**src/psa_pkg.sv**
```systemverilog
// Shared widths, register indexes and types of the particle slot age block.
// Used by psa_cfg, psa_mul, psa_div and particle_slot_age; depends on nothing.
package psa_pkg;

    localparam int SLOT_W    = 16;   // slot count and slot index
    localparam int TIME_W    = 32;   // signed Q16.16 times
    localparam int LIFE_W    = 31;   // lifetime and age
    localparam int GEN_W     = 32;   // saturating generation
    localparam int MC_W      = 34;   // multiplicand of the serial multiplier
    localparam int MP_W      = 16;   // multiplier, consumed one bit per cycle
    localparam int PROD_W    = MC_W + MP_W;
    localparam int DVD_W     = 48;   // dividend, one quotient bit per cycle
    localparam int DVS_W     = 47;   // divisor and remainder
    localparam int MUL_CNT_W = $clog2(MP_W);
    localparam int DIV_CNT_W = $clog2(DVD_W);
    localparam int ADDR_W    = 4;
    localparam int DATA_W    = 32;

    localparam logic [1:0] REG_SLOT_COUNT   = 2'd0;
    localparam logic [1:0] REG_WINDOW_START = 2'd1;
    localparam logic [1:0] REG_WINDOW_END   = 2'd2;
    localparam logic [1:0] REG_LIFETIME     = 2'd3;

    typedef struct packed {
        logic [SLOT_W-1:0]        slot_count;
        logic signed [TIME_W-1:0] window_start;
        logic signed [TIME_W-1:0] window_end;
        logic [LIFE_W-1:0]        lifetime;
    } t_cfg;

endpackage

```
**src/psa_cfg.sv**
```systemverilog
// Configuration register file behind the APB-style port.
// Depends on psa_pkg for the register indexes and the t_cfg type.
module psa_cfg (
    input  logic                          i_clk,
    input  logic                          i_rst_n,
    input  logic                          psel,
    input  logic                          penable,
    input  logic                          pwrite,
    input  logic [psa_pkg::ADDR_W-1:0]    paddr,
    input  logic [psa_pkg::DATA_W-1:0]    pwdata,
    output logic [psa_pkg::DATA_W-1:0]    prdata,
    output logic                          pready,
    output psa_pkg::t_cfg                 o_cfg
);

    psa_pkg::t_cfg r_cfg;

    always_ff @(posedge i_clk) begin
        if (!i_rst_n) begin
            r_cfg <= '0;
        end else if (psel && penable && pwrite) begin
            case (paddr[3:2])
                psa_pkg::REG_SLOT_COUNT:   r_cfg.slot_count   <= pwdata[psa_pkg::SLOT_W-1:0];
                psa_pkg::REG_WINDOW_START: r_cfg.window_start <= $signed(pwdata);
                psa_pkg::REG_WINDOW_END:   r_cfg.window_end   <= $signed(pwdata);
                psa_pkg::REG_LIFETIME:     r_cfg.lifetime     <= pwdata[psa_pkg::LIFE_W-1:0];
                default: ;
            endcase
        end
    end

    always_comb begin
        case (paddr[3:2])
            psa_pkg::REG_SLOT_COUNT:   prdata = {16'd0, r_cfg.slot_count};
            psa_pkg::REG_WINDOW_START: prdata = r_cfg.window_start;
            psa_pkg::REG_WINDOW_END:   prdata = r_cfg.window_end;
            psa_pkg::REG_LIFETIME:     prdata = {1'b0, r_cfg.lifetime};
            default:                   prdata = '0;
        endcase
    end

    assign pready = 1'b1;
    assign o_cfg  = r_cfg;

endmodule

```
**src/psa_mul.sv**
```systemverilog
// Bit-serial shift-and-add multiplier: signed multiplicand by unsigned multiplier.
// Depends on psa_pkg for its widths.
module psa_mul (
    input  logic                              i_clk,
    input  logic                              i_rst_n,
    input  logic                              i_start,
    input  logic signed [psa_pkg::MC_W-1:0]   i_mcand,
    input  logic [psa_pkg::MP_W-1:0]          i_mplier,
    output logic signed [psa_pkg::PROD_W-1:0] o_prod,
    output logic                              o_done
);

    logic                               r_busy;
    logic                               r_done;
    logic [psa_pkg::MUL_CNT_W-1:0]      r_cnt;
    logic signed [psa_pkg::PROD_W-1:0]  r_acc;
    logic signed [psa_pkg::PROD_W-1:0]  r_mc;
    logic [psa_pkg::MP_W-1:0]           r_mp;

    always_ff @(posedge i_clk) begin
        if (!i_rst_n) begin
            r_busy <= 1'b0;
            r_done <= 1'b0;
            r_cnt  <= '0;
        end else begin
            r_done <= 1'b0;
            if (i_start) begin
                r_busy <= 1'b1;
                r_cnt  <= '0;
            end else if (r_busy) begin
                r_cnt <= r_cnt + 1'b1;
                if (r_cnt == psa_pkg::MUL_CNT_W'(psa_pkg::MP_W - 1)) begin
                    r_busy <= 1'b0;
                    r_done <= 1'b1;
                end
            end
        end
    end

    always_ff @(posedge i_clk) begin
        if (i_start) begin
            r_acc <= '0;
            r_mc  <= psa_pkg::PROD_W'(i_mcand);
            r_mp  <= i_mplier;
        end else if (r_busy) begin
            if (r_mp[0]) begin
                r_acc <= r_acc + r_mc;
            end
            r_mc <= r_mc <<< 1;
            r_mp <= r_mp >> 1;
        end
    end

    assign o_prod = r_acc;
    assign o_done = r_done;

endmodule

```
**src/psa_div.sv**
```systemverilog
// Restoring divider producing one quotient bit per cycle, shared by both divisions.
// Depends on psa_pkg for its widths.
module psa_div (
    input  logic                         i_clk,
    input  logic                         i_rst_n,
    input  logic                         i_start,
    input  logic [psa_pkg::DVD_W-1:0]    i_dividend,
    input  logic [psa_pkg::DVS_W-1:0]    i_divisor,
    output logic [psa_pkg::DVD_W-1:0]    o_quot,
    output logic [psa_pkg::DVS_W-1:0]    o_rem,
    output logic                         o_done
);

    logic                           r_busy;
    logic                           r_done;
    logic [psa_pkg::DIV_CNT_W-1:0]  r_cnt;
    logic [psa_pkg::DVD_W-1:0]      r_quo;
    logic [psa_pkg::DVS_W-1:0]      r_rem;
    logic [psa_pkg::DVS_W-1:0]      r_dvs;
    logic [psa_pkg::DVS_W:0]        w_trial;
    logic [psa_pkg::DVS_W:0]        w_diff;
    logic                           w_ge;

    assign w_trial = {r_rem, r_quo[psa_pkg::DVD_W-1]};
    assign w_diff  = w_trial - {1'b0, r_dvs};
    assign w_ge    = w_trial >= {1'b0, r_dvs};

    always_ff @(posedge i_clk) begin
        if (!i_rst_n) begin
            r_busy <= 1'b0;
            r_done <= 1'b0;
            r_cnt  <= '0;
        end else begin
            r_done <= 1'b0;
            if (i_start) begin
                r_busy <= 1'b1;
                r_cnt  <= '0;
            end else if (r_busy) begin
                r_cnt <= r_cnt + 1'b1;
                if (r_cnt == psa_pkg::DIV_CNT_W'(psa_pkg::DVD_W - 1)) begin
                    r_busy <= 1'b0;
                    r_done <= 1'b1;
                end
            end
        end
    end

    always_ff @(posedge i_clk) begin
        if (i_start) begin
            r_quo <= i_dividend;
            r_rem <= '0;
            r_dvs <= i_divisor;
        end else if (r_busy) begin
            r_quo <= {r_quo[psa_pkg::DVD_W-2:0], w_ge};
            r_rem <= w_ge ? w_diff[psa_pkg::DVS_W-1:0] : w_trial[psa_pkg::DVS_W-1:0];
        end
    end

    assign o_quot = r_quo;
    assign o_rem  = r_rem;
    assign o_done = r_done;

endmodule

```
**src/particle_slot_age.sv**
```systemverilog
// Top level of the particle slot age block: stream channels, FSM and result register.
// Depends on psa_pkg, psa_cfg, psa_mul and psa_div.
//
// Usage. Configuration is to be written over the APB-style port while the block is idle;
// the block does not enforce this. Each request on the slave stream carries an opcode
// in tuser and a slot index and query time in tdata. Opcode 0 asks whether one slot
// holds a living particle and returns its age and generation; opcode 1 returns the
// number of live slots. Every request gives exactly one result on the master stream.
// A request first runs four serial multipliers in parallel, which form the scaled
// time, window, period and slot offset. If the emitter is not live or the slot is
// not yet born, the result follows without a division. Otherwise a slot query takes
// one division for the generation and another for the age; a slot found dead after
// the first division skips the second. A count takes one division and then walks
// the slots one per cycle, keeping the remainder up to date by subtraction. For a
// slot query the serial divider sets the rate.
// One request is in flight at a time; a new request is taken as soon as the
// previous one has reached the output register, even if that result is still
// waiting there. When the receiver stalls, the finished result holds in the
// output register and the next computed result waits in the FSM until it drains.
// Reset clears the configuration registers, empties the output register and
// leaves the block ready for a request.
module particle_slot_age (
    input  logic                         i_clk,
    input  logic                         i_rst_n,
    input  logic                         i_s_axis_tvalid,
    output logic                         o_s_axis_tready,
    input  logic [47:0]                  i_s_axis_tdata,  // slot_index, query_time
    input  logic                         i_s_axis_tuser,  // opcode
    output logic                         o_m_axis_tvalid,
    input  logic                         i_m_axis_tready,
    output logic [79:0]                  o_m_axis_tdata,  // alive, age, generation, live_count
    input  logic                         psel,
    input  logic                         penable,
    input  logic                         pwrite,
    input  logic [psa_pkg::ADDR_W-1:0]   paddr,
    input  logic [psa_pkg::DATA_W-1:0]   pwdata,
    output logic [psa_pkg::DATA_W-1:0]   prdata,
    output logic                         pready
);

    typedef enum logic [5:0] {
        ST_IDLE    = 6'b000001,
        ST_MUL     = 6'b000010,
        ST_DIV_GEN = 6'b000100,
        ST_DIV_AGE = 6'b001000,
        ST_SCAN    = 6'b010000,
        ST_OUT     = 6'b100000
    } t_state;

    localparam int PW = psa_pkg::PROD_W;

    t_state                                r_state;
    psa_pkg::t_cfg                         w_cfg;

    logic                                  w_accept;
    logic                                  w_op_in;
    logic [psa_pkg::SLOT_W-1:0]            w_slot_in;
    logic signed [psa_pkg::TIME_W-1:0]     w_time_in;
    logic signed [psa_pkg::MC_W-1:0]       w_mc_t;
    logic signed [psa_pkg::MC_W-1:0]       w_mc_w;
    logic signed [psa_pkg::MC_W-1:0]       w_mc_life;
    logic [psa_pkg::MP_W-1:0]              w_mp_slot;

    logic signed [PW-1:0]                  p_t;
    logic signed [PW-1:0]                  p_w;
    logic signed [PW-1:0]                  p_d;
    logic signed [PW-1:0]                  p_j;
    logic                                  d_t, d_w, d_d, d_j;
    logic                                  w_mul_done;

    logic                                  w_div_start;
    logic [psa_pkg::DVD_W-1:0]             w_div_dvd;
    logic [psa_pkg::DVS_W-1:0]             w_div_dvs;
    logic [psa_pkg::DVD_W-1:0]             w_div_quot;
    logic [psa_pkg::DVS_W-1:0]             w_div_rem;
    logic                                  w_div_done;

    logic                                  w_enabled;
    logic signed [PW:0]                    w_rem;
    logic signed [PW:0]                    w_sum_gen;
    logic signed [PW:0]                    w_sum_scan;
    logic [psa_pkg::DVS_W:0]               w_r_step;
    logic                                  w_scan_alive;
    logic [psa_pkg::SLOT_W-1:0]            w_cnt_next;

    logic                                  r_op;
    logic signed [PW:0]                    r_diff;
    logic signed [PW-1:0]                  r_q;
    logic [psa_pkg::DVS_W-1:0]             r_r;
    logic [psa_pkg::SLOT_W-1:0]            r_idx;
    logic [psa_pkg::SLOT_W-1:0]            r_cnt;
    logic                                  r_alive;
    logic [psa_pkg::LIFE_W-1:0]            r_age;
    logic [psa_pkg::GEN_W-1:0]             r_gen;
    logic [psa_pkg::SLOT_W-1:0]            r_live;

    logic                                  r_m_valid;
    logic                                  r_o_alive;
    logic [psa_pkg::LIFE_W-1:0]            r_o_age;
    logic [psa_pkg::GEN_W-1:0]             r_o_gen;
    logic [psa_pkg::SLOT_W-1:0]            r_o_live;
    logic                                  w_out_load;

    psa_cfg u_cfg (
        .i_clk   (i_clk),
        .i_rst_n (i_rst_n),
        .psel    (psel),
        .penable (penable),
        .pwrite  (pwrite),
        .paddr   (paddr),
        .pwdata  (pwdata),
        .prdata  (prdata),
        .pready  (pready),
        .o_cfg   (w_cfg)
    );

    // Request decode and multiplier operands.
    assign o_s_axis_tready = (r_state == ST_IDLE);
    assign w_accept        = i_s_axis_tvalid && o_s_axis_tready;
    assign w_op_in         = i_s_axis_tuser;
    assign w_slot_in       = i_s_axis_tdata[15:0];
    assign w_time_in       = $signed(i_s_axis_tdata[47:16]);

    assign w_mc_t    = psa_pkg::MC_W'(w_time_in) - psa_pkg::MC_W'(w_cfg.window_start);
    assign w_mc_w    = psa_pkg::MC_W'(w_cfg.window_end) - psa_pkg::MC_W'(w_cfg.window_start);
    assign w_mc_life = $signed({3'b000, w_cfg.lifetime});
    // A count starts at slot zero, so its slot offset is zero.
    assign w_mp_slot = w_op_in ? '0 : w_slot_in;

    psa_mul u_mul_t (
        .i_clk(i_clk), .i_rst_n(i_rst_n), .i_start(w_accept),
        .i_mcand(w_mc_t), .i_mplier(w_cfg.slot_count), .o_prod(p_t), .o_done(d_t)
    );
    psa_mul u_mul_w (
        .i_clk(i_clk), .i_rst_n(i_rst_n), .i_start(w_accept),
        .i_mcand(w_mc_w), .i_mplier(w_cfg.slot_count), .o_prod(p_w), .o_done(d_w)
    );
    psa_mul u_mul_d (
        .i_clk(i_clk), .i_rst_n(i_rst_n), .i_start(w_accept),
        .i_mcand(w_mc_life), .i_mplier(w_cfg.slot_count), .o_prod(p_d), .o_done(d_d)
    );
    psa_mul u_mul_j (
        .i_clk(i_clk), .i_rst_n(i_rst_n), .i_start(w_accept),
        .i_mcand(w_mc_life), .i_mplier(w_mp_slot), .o_prod(p_j), .o_done(d_j)
    );

    assign w_mul_done = d_t && d_w && d_d && d_j;

    // The emitter is live only with slots, a non-empty window and a lifetime.
    assign w_enabled = (w_cfg.slot_count != '0) && (w_cfg.window_end > w_cfg.window_start)
                       && (w_cfg.lifetime != '0);

    // Scaled distance from the slot's first birth; negative means not yet born.
    assign w_rem = $signed({p_t[PW-1], p_t}) - $signed({p_j[PW-1], p_j});

    // The generation is within the window exactly when the scaled window end
    // minus the query time, plus the remainder, stays non-negative.
    assign w_sum_gen  = r_diff + $signed({{(PW + 1 - psa_pkg::DVS_W){1'b0}}, w_div_rem});
    assign w_sum_scan = r_diff + $signed({{(PW + 1 - psa_pkg::DVS_W){1'b0}}, r_r});

    // One slot further on, the distance shrinks by one lifetime.
    assign w_r_step     = {1'b0, r_r} - {{(psa_pkg::DVS_W - psa_pkg::LIFE_W + 1){1'b0}},
                                         w_cfg.lifetime};
    assign w_scan_alive = !r_q[PW-1] && !w_sum_scan[PW];
    assign w_cnt_next   = r_cnt + psa_pkg::SLOT_W'(w_scan_alive);

    // Shared divider: generation and remainder first, age second.
    always_comb begin
        w_div_start = 1'b0;
        w_div_dvd   = w_rem[psa_pkg::DVD_W-1:0];
        w_div_dvs   = p_d[psa_pkg::DVS_W-1:0];
        case (r_state)
            ST_MUL: begin
                w_div_start = w_mul_done && w_enabled && !w_rem[PW];
            end
            ST_DIV_GEN: begin
                w_div_start = w_div_done && !r_op && !w_sum_gen[PW];
                w_div_dvd   = {1'b0, w_div_rem};
                w_div_dvs   = {{(psa_pkg::DVS_W - psa_pkg::SLOT_W){1'b0}}, w_cfg.slot_count};
            end
            default: ;
        endcase
    end

    psa_div u_div (
        .i_clk      (i_clk),
        .i_rst_n    (i_rst_n),
        .i_start    (w_div_start),
        .i_dividend (w_div_dvd),
        .i_divisor  (w_div_dvs),
        .o_quot     (w_div_quot),
        .o_rem      (w_div_rem),
        .o_done     (w_div_done)
    );

    assign w_out_load = (r_state == ST_OUT) && (!r_m_valid || i_m_axis_tready);

    always_ff @(posedge i_clk) begin
        if (!i_rst_n) begin
            r_state   <= ST_IDLE;
            r_m_valid <= 1'b0;
        end else begin
            if (w_out_load) begin
                r_m_valid <= 1'b1;
            end else if (i_m_axis_tready) begin
                r_m_valid <= 1'b0;
            end
            case (r_state)
                ST_IDLE: begin
                    if (w_accept) begin
                        r_state <= ST_MUL;
                    end
                end
                ST_MUL: begin
                    if (w_mul_done) begin
                        r_state <= w_div_start ? ST_DIV_GEN : ST_OUT;
                    end
                end
                ST_DIV_GEN: begin
                    if (w_div_done) begin
                        if (r_op) begin
                            r_state <= ST_SCAN;
                        end else begin
                            r_state <= w_div_start ? ST_DIV_AGE : ST_OUT;
                        end
                    end
                end
                ST_DIV_AGE: begin
                    if (w_div_done) begin
                        r_state <= ST_OUT;
                    end
                end
                ST_SCAN: begin
                    if (r_idx == w_cfg.slot_count - 1'b1) begin
                        r_state <= ST_OUT;
                    end
                end
                ST_OUT: begin
                    if (w_out_load) begin
                        r_state <= ST_IDLE;
                    end
                end
                default: r_state <= ST_IDLE;
            endcase
        end
    end

    // Working registers; every request starts from a dead, zero result.
    always_ff @(posedge i_clk) begin
        case (r_state)
            ST_IDLE: begin
                if (w_accept) begin
                    r_op    <= w_op_in;
                    r_alive <= 1'b0;
                    r_age   <= '0;
                    r_gen   <= '0;
                    r_live  <= '0;
                end
            end
            ST_MUL: begin
                r_diff <= $signed({p_w[PW-1], p_w}) - $signed({p_t[PW-1], p_t});
            end
            ST_DIV_GEN: begin
                if (w_div_done) begin
                    r_q   <= $signed(PW'(w_div_quot));
                    r_r   <= w_div_rem;
                    r_idx <= '0;
                    r_cnt <= '0;
                    r_gen <= (|w_div_quot[psa_pkg::DVD_W-1:psa_pkg::GEN_W]) ? '1
                             : w_div_quot[psa_pkg::GEN_W-1:0];
                end
            end
            ST_DIV_AGE: begin
                if (w_div_done) begin
                    r_alive <= 1'b1;
                    r_age   <= w_div_quot[psa_pkg::LIFE_W-1:0];
                end
            end
            ST_SCAN: begin
                r_cnt  <= w_cnt_next;
                r_live <= w_cnt_next;
                r_idx  <= r_idx + 1'b1;
                if (w_r_step[psa_pkg::DVS_W]) begin
                    r_r <= w_r_step[psa_pkg::DVS_W-1:0] + p_d[psa_pkg::DVS_W-1:0];
                    r_q <= r_q - 1'b1;
                end else begin
                    r_r <= w_r_step[psa_pkg::DVS_W-1:0];
                end
            end
            default: ;
        endcase
        // A count never reports a generation.
        if (r_state == ST_OUT && r_op) begin
            r_gen <= '0;
        end
    end

    // A dead slot, such as one whose generation falls past the window, and a count report no generation.
    always_ff @(posedge i_clk) begin
        if (w_out_load) begin
            r_o_alive <= r_alive;
            r_o_age   <= r_age;
            r_o_gen   <= (r_op || !r_alive) ? '0 : r_gen;
            r_o_live  <= r_live;
        end
    end

    assign o_m_axis_tvalid = r_m_valid;
    assign o_m_axis_tdata  = {r_o_live, r_o_gen, r_o_age, r_o_alive};

    // A live slot never comes with a live count.
    a_alive_no_count: assert property (@(posedge i_clk) disable iff (!i_rst_n)
        (o_m_axis_tvalid && o_m_axis_tdata[0]) |-> (o_m_axis_tdata[79:64] == '0))
        else $error("live slot result carries a count");

    // A dead slot has neither age nor generation.
    a_dead_zero: assert property (@(posedge i_clk) disable iff (!i_rst_n)
        (o_m_axis_tvalid && !o_m_axis_tdata[0])
        |-> (o_m_axis_tdata[31:1] == '0 && o_m_axis_tdata[63:32] == '0))
        else $error("dead slot result carries age or generation");

    // The age of a living particle stays below its lifetime.
    a_age_below_life: assert property (@(posedge i_clk) disable iff (!i_rst_n)
        (o_m_axis_tvalid && o_m_axis_tdata[0]) |-> (o_m_axis_tdata[31:1] < w_cfg.lifetime))
        else $error("age reaches lifetime");

    // During the walk the remainder stays below one scaled period.
    a_scan_rem: assert property (@(posedge i_clk) disable iff (!i_rst_n)
        (r_state == ST_SCAN) |-> (r_r < p_d[psa_pkg::DVS_W-1:0]))
        else $error("slot walk remainder out of range");

endmodule
```
**config.mk**
```make
export PLATFORM = sky130hd
export DESIGN_NAME = particle_slot_age
export DESIGN_NICKNAME = d
export VERILOG_FILES = /design/src/psa_pkg.sv /design/src/psa_cfg.sv /design/src/psa_mul.sv /design/src/psa_div.sv /design/src/particle_slot_age.sv
export SDC_FILE = /design/constraint.sdc
export NUM_CORES = 2
export LEC_CHECK = 0
export ABC_AREA = 1
export BUFFER_PORTS_ARGS = -buffer_cell sky130_fd_sc_hd__buf_2
export CAP_MARGIN = 20
export CORE_ASPECT_RATIO = 0.7
export CORE_MARGIN = 4
export CORE_UTILIZATION = 48
export DETAILED_ROUTE_END_ITERATION = 10
export PLACE_DENSITY = 0.68
export SYNTH_ARGS = -nofsm -noshare
export SYNTH_HDL_FRONTEND = slang
export SYNTH_SLANG_ARGS = --single-unit
```
**constraint.sdc**
```tcl
create_clock -name i_clk -period 9.5 [get_ports i_clk]
set_input_delay 0.95 -clock i_clk [delete_from_list [all_inputs] [get_ports i_clk]]
set_output_delay 0.95 -clock i_clk [all_outputs]
set_load 0.03 [all_outputs]
```
== After elaboration in Yosys (flattened, before gate mapping) ==
Index checks and enable logic that the tools add are counted.
Storage, ports and cells
  register bits: 1097
  input bits: 92
  output and inout port bits: 115
Operators by class
  add/sub/neg operators: 22
  magnitude comparators: 2
  equal/unequal tests: 22
  mux-type cells: 77
  bitwise operators: 6
  reductions and logical operators: 60
Operator list (count)
  50-bit two-way mux: 6
  50-bit adder: 4
  16-bit two-way mux: 12
  31-bit two-way mux: 6
  48-bit two-way mux: 3
  47-bit two-way mux: 3
  32-bit one-hot mux with 4 select lines: 1
  51-bit by 48-bit adder with 51-bit output: 2
  50-bit by 50-bit subtractor with 51-bit output: 2
  50-bit one-hot mux with 2 select lines: 1
  32-bit two-way mux: 3
  16-bit one-hot mux with 2 select lines: 3
  47-bit one-hot mux with 2 select lines: 1
  32-bit by 32-bit subtractor with 33-bit output: 2
  32-bit one-hot mux with 2 select lines: 1
  31-bit one-hot mux with 2 select lines: 1
  6-bit two-way mux: 9
  50-bit by 1-bit subtractor with 50-bit output, second input constant: 1
  48-bit by 47-bit >= comparator with 1-bit output: 1
  47-bit by 31-bit subtractor with 48-bit output: 1
  47-bit adder: 1
  47-bit subtractor: 1
  6-bit one-hot mux with 6 select lines: 1
  32-bit greater-than comparator: 1
  other kinds (33): 122

== Longest topological paths before layout ==
  depth after elaboration: 10
  depth in mapped cells: 29
  mapped depth without buffers: 29

== By module ==
From an unflattened synthesis, not the netlist that was laid out.
Second synthesis, totals
  cell total of the unflattened synthesis: 13013
  area, all modules: 86073.8 µm²
By module, submodules not included
  particle_slot_age: times used 1, cells each 4902, area an instance 34251.6 µm², sequential area each 10059.6 µm²
  psa_mul at u_mul_d ...: times used 3, cells each 1451, area an instance 9177.6 µm², sequential area each 3103.0 µm²
  psa_div: times used 1, cells each 1511, area an instance 9962.1 µm², sequential area each 3953.8 µm²
  psa_mul at u_mul_w: times used 1, cells each 1442, area an instance 9107.5 µm², sequential area each 3103.0 µm²
  psa_cfg: times used 1, cells each 805, area an instance 5220.0 µm², sequential area each 2222.1 µm²

== Worst setup path before layout ==
No wires, ideal clock.
  kind: flip-flop to flip-flop
  start: register r_state[0]
  end: register r_q[0], enable pin
  arrival: 8951 ps
  required time: 8966 ps
  setup slack: 15 ps
  cell stages (with the launch flop): 8
  buffers on the path: 1
  period minus slack after synthesis: 9485 ps
  cells stage by stage: dfxtp_1 nor2_2 inv_2 nor4_4 inv_2 clkbuf_1 a21oi_1 a21boi_0
On the way
  word-level cells in the longest chain between the ends: 3
  elaborated cells between the ends (all ways): 6
  classes of those cells: eq/ne: 4; reduce/logical: 2
RTL lines
  start, declared: line particle_slot_age.sv:52  | t_state r_state;
  start signal, assigned: line particle_slot_age.sv:216  | r_state <= w_div_start ? ST_DIV_GEN : ST_OUT;
  start signal, assigned: line particle_slot_age.sv:224  | r_state <= w_div_start ? ST_DIV_AGE : ST_OUT;
  6-bit by 5-bit == test with 1-bit output or 6-bit by 3-bit == test with 1-bit output (tied branches): line particle_slot_age.sv:250  | case (r_state)
  2-bit != test (no line) (tied with other cells)
  3-bit AND reduction (no line) *
  end signal, assigned: line particle_slot_age.sv:265  | r_q <= $signed(PW'(w_div_quot));
  end signal, assigned: line particle_slot_age.sv:285  | r_q <= r_q - 1'b1;
  end, declared: line particle_slot_age.sv:88  | logic signed [PW-1:0] r_q;
Mark *: on every way between the ends. The rest lies on a longest branch, timed or not.
A chain may end at the register's enable or synchronous reset.

== Final worst setup path ==
  start: register u_cfg.r_cfg, in the netlist u_cfg.o_cfg[88]
  end: register u_div.r_quo, in the netlist u_div.o_quot[0], enable pin
On the way
  word-level cells in the longest chain between the ends: 7
RTL lines
  start, declared: line psa_cfg.sv:16  | psa_pkg::t_cfg r_cfg;
  32-bit greater-than comparator: line particle_slot_age.sv:150  | assign w_enabled = (w_cfg.slot_count != '0) && (w_cfg.window_end > w_cfg.window_start)
  1-bit logical AND: line particle_slot_age.sv:150
  1-bit logical AND: line particle_slot_age.sv:151  | && (w_cfg.lifetime != '0);
  1-bit logical AND (2 in series): line particle_slot_age.sv:174  | w_div_start = w_mul_done && w_enabled && !w_rem[PW];
  1-bit one-hot mux with 2 select lines: line particle_slot_age.sv:172  | case (r_state)
  2-bit nonzero test (no line)
  end signal, assigned: line psa_div.sv:50  | r_quo <= i_dividend;
  end signal, assigned: line psa_div.sv:54  | r_quo <= {r_quo[psa_pkg::DVD_W-2:0], w_ge};
  end, declared: line psa_div.sv:17  | logic [psa_pkg::DVD_W-1:0] r_quo;
No other way between the ends.

==> impl_metrics.yaml <==
run_status:
  status: "finished, final reports clean"
critical_path:
  startpoint_type: "flop"
  reg2reg_from: "u_cfg.o_cfg[88]"
  path_class: "reg2reg"
  crit_fanout: 61
  cp-end-kind: "flop"
  required_ns: 9.89
  crit_start: "u_cfg.o_cfg[88]"
  critPathArrivalTime_ns: 6.19
logic_synthesis:
  synth_area_um2: 78000
  synth_cells: 10835
  ys.flop_type: "edfxtp_1"
  synth.area.top_cells: "edfxtp_1 (24%), dfxtp_1 (12%), nand2_1 (11%)"
  yosysSeqAreaShare_pct: 36.1
  synth_warnings: 0
  yosys.area.top_type: "edfxtp_1"
  async_flop_share_pct: 0
  synth.most_common_cell: "nand2_1"
  syn_area_per_cell_um2: 7.20
  synth_nets: 11526
  synth_top_area_share_pct: 24.2
  synthTopCellsByCount: "nand2_1 (2356), inv_1 (1456), nor2_1 (1261), o21ai_0 (1039), a21oi_1 (974)"
  synth_edf_count: 630
  synth_cell_types: 67
  ys_seq_elements: 1091
power_and_ir_drop:
  p_seq_share_pct: 28.2
  clkPwrFrac_pct: 18.0
  netSwitchingPower_mw: 14.5
  switching_share_pct: 50.5
  power.density_nw_per_um2: 336
  power_frac_comb_pct: 53.9
  p_total_mw: 28.8
  vdd_drop_max_mv: 0.233
  power.leakage_nw: 38.9
  p_int_mw: 14.3
worst_hold_path:
  worstHoldStart: "r_age[21]"
  hp-class: "reg2reg"
global_routing:
  antenna_found_initial: 30
  use_met1_pct: 55.2
  grt_max_degree: 177
  use_met3_pct: 9.49
  grt_use_total_pct: 36.0
  grt_pass1_wl_mm: 459
  grt_overflow: 0
  top_usage_layer: "met1"
  gr-usage-met2_pct: 48.8
  grt_pass1_vias: 70008
timing:
  skew_ns: 0.0900
  rsz0062_at_grt: "no"
  setup_viol: 0
  finalSetupTns_ns: 0
  relSlewSlack_pct: 17.9
  fin_crit_sh_pct: 61.0
  max_freq_mhz: 173
  final_max_slew_viol_count: 0
  fin_crit_ns: 5.79
  tightestPinTransition_ns: 1.22
  final_hold_viol_count: 0
route:
  drt-pass1-iter-count: 6
  via_count: 77066
  wire_per_inst_um: 24.0
  antenna_left: 0
  vias_per_cell: 5.84
  wirelength_mm: 316
  drc: 0
  drt_iter0_markers: 9548
cells_and_area:
  nets: 11650
  area_delta_synth_final_pct: 9.74
  drive_gt1_share_pct: 5.22
clock_network:
  cts_resized: 0
  htree_levels: 3
  cts_tree: "yes"
  hold_buffers: 0
  clkTransAtPathRegs_ns: 0.07
  postCtsSetupRepairBufs: 0
  clock_sinks: 1091
  tritoncts.num_buffers: 114
  cts-root-buf: "clkbuf_16"
  clockBufferDepth: 3
  clock_latency_ns: 0.83
placement:
  portBuffers: 203
  routabilityCongestion: 1.06
  hpwl_mm: 259
floorplan:
  num_rows: 123
  core_um2: 161000
  fp.dieW_um: 490
  pin_count: 207
  die_y_um: 345
  start_util_pct: 48.4
  die_area_um2: 169000
job:
  max-cap-violations: 0
cells by family after synthesis:
group           after synthesis  synth area share (%)
compound gates             2562                  18.0
fa+ha+maj                   599                  9.71
simple gates               4452                  23.3
buf+inv                    1740                  8.47
other cells                   1               0.00481
xor+xnor                    390                  4.40
flops                      1091                  36.1
final cells by class:
type | instances | area [um^2]
inverter | 1474 | 5540
clock buffer | 138 | 3030
fill | 15742 | 75500
antenna | 9 | 22.5
sequential | 1091 | 28100
tap | 2125 | 2660
timing repair buffer | 274 | 1650
multi-input combinational | 8004 | 43300
clock inverter | 77 | 1240
power by group through the flow:
stage	clock (mW)	combinational (mW)	sequential [mW]
2_1_floorplan	0	10.2	7.27
3_3_place_gp	0	14.9	8.10
3_5_place_dp	0	15.0	8.11
4_1_cts	5.21	15.1	8.03
5_1_grt	5.41	17.0	8.14
6_report	5.17	15.5	8.11
cell usage in the layout (no fill, tap or decap), drive strengths merged, types with 5 or more instances in the layout:
cell type     n
edfxtp      630
or2          55
a31oi        92
a21boi       40
nand2      2360
dfxtp       461
clkbuf      139
nand4        97
nor2       1266
buf         273
a311oi        5
clkinv       39
a211oi       13
o211ai       77
nand3b       16
a21oi       976
a31o         12
ha          588
inv        1473
a21o         90
nor3        117
nor3b        10
o31ai         6
o21a         36
bufinv       25
diode         9
nor4         46
xor2        257
nand3       455
o21bai       78
xnor2       132
o22ai         9
o21ai      1086
fa           11
clkinvlp     14
and3         25
o221ai       27
stage by stage:
step | hold WS [ns] | cell area (um^2) | utilization (%) | instances | worst slack [ns]
after floorplan | 0.400 | 78000 | - | 10835 | 0.0153
after global placement | 0.405 | 81200 | 50.4 | 12961 | 3.97
after detailed placement | 0.405 | 81200 | 50.4 | 12963 | 3.96
after CTS | 0.380 | 85500 | 53.1 | 13178 | 3.88
after global routing | 0.412 | 85600 | 53.1 | 13186 | 3.41
final | 0.412 | 85600 | 53.1 | 13192 | 3.71
registers in the layout, summed over array words and instances (netlist names), 31 cells and up:
name            cells
u_cfg.o_cfg       111
r_diff             51
r_q                50
u_mul_j.o_prod     50
u_mul_j.r_mc       50
u_mul_t.o_prod     50
u_mul_t.r_mc       50
u_mul_w.o_prod     50
u_mul_w.r_mc       50
u_div.o_quot       48
r_r                47
u_div.o_rem        47
u_div.r_dvs        47
u_mul_d.o_prod     47
u_mul_d.r_mc       47
r_gen              32
r_o_gen            32
r_age              31
r_o_age            31
worst paths after layout:
path	slack, ns	end	cells after the start
max reg2reg	3.71	u_div.o_quot[0]	17
max	3.71	u_div.o_quot[0]	17
min	0.41	r_o_age[21]	0
min reg2reg	0.41	r_o_age[21]	0
worst max-delay path, cell delays in order, from the launching register on:
cell and delay (ns):
dfxtp_1 0.31, inv_1 0.07, ha_1 0.48, nand2_1 0.12, nor2_1 0.15, inv_1 0.06, nor2_1 0.37, and3_1 0.25
nand2_2 0.09, nand3_1 0.31, nand2_1 0.09, nor2_1 0.41, nand3_2 0.29, nand2_4 0.48, inv_2 0.15, buf_4 0.36
nand2_2 0.55, buf_4 0.70
routing by layer:
metal  routed length, um  vias up
met1              146000    36265
met3               39200      452
met5                  84        -
met2              121000     3871
li1                    -    36464
met4               10600       14
Note: power is estimated with default switching activity, not from simulation.
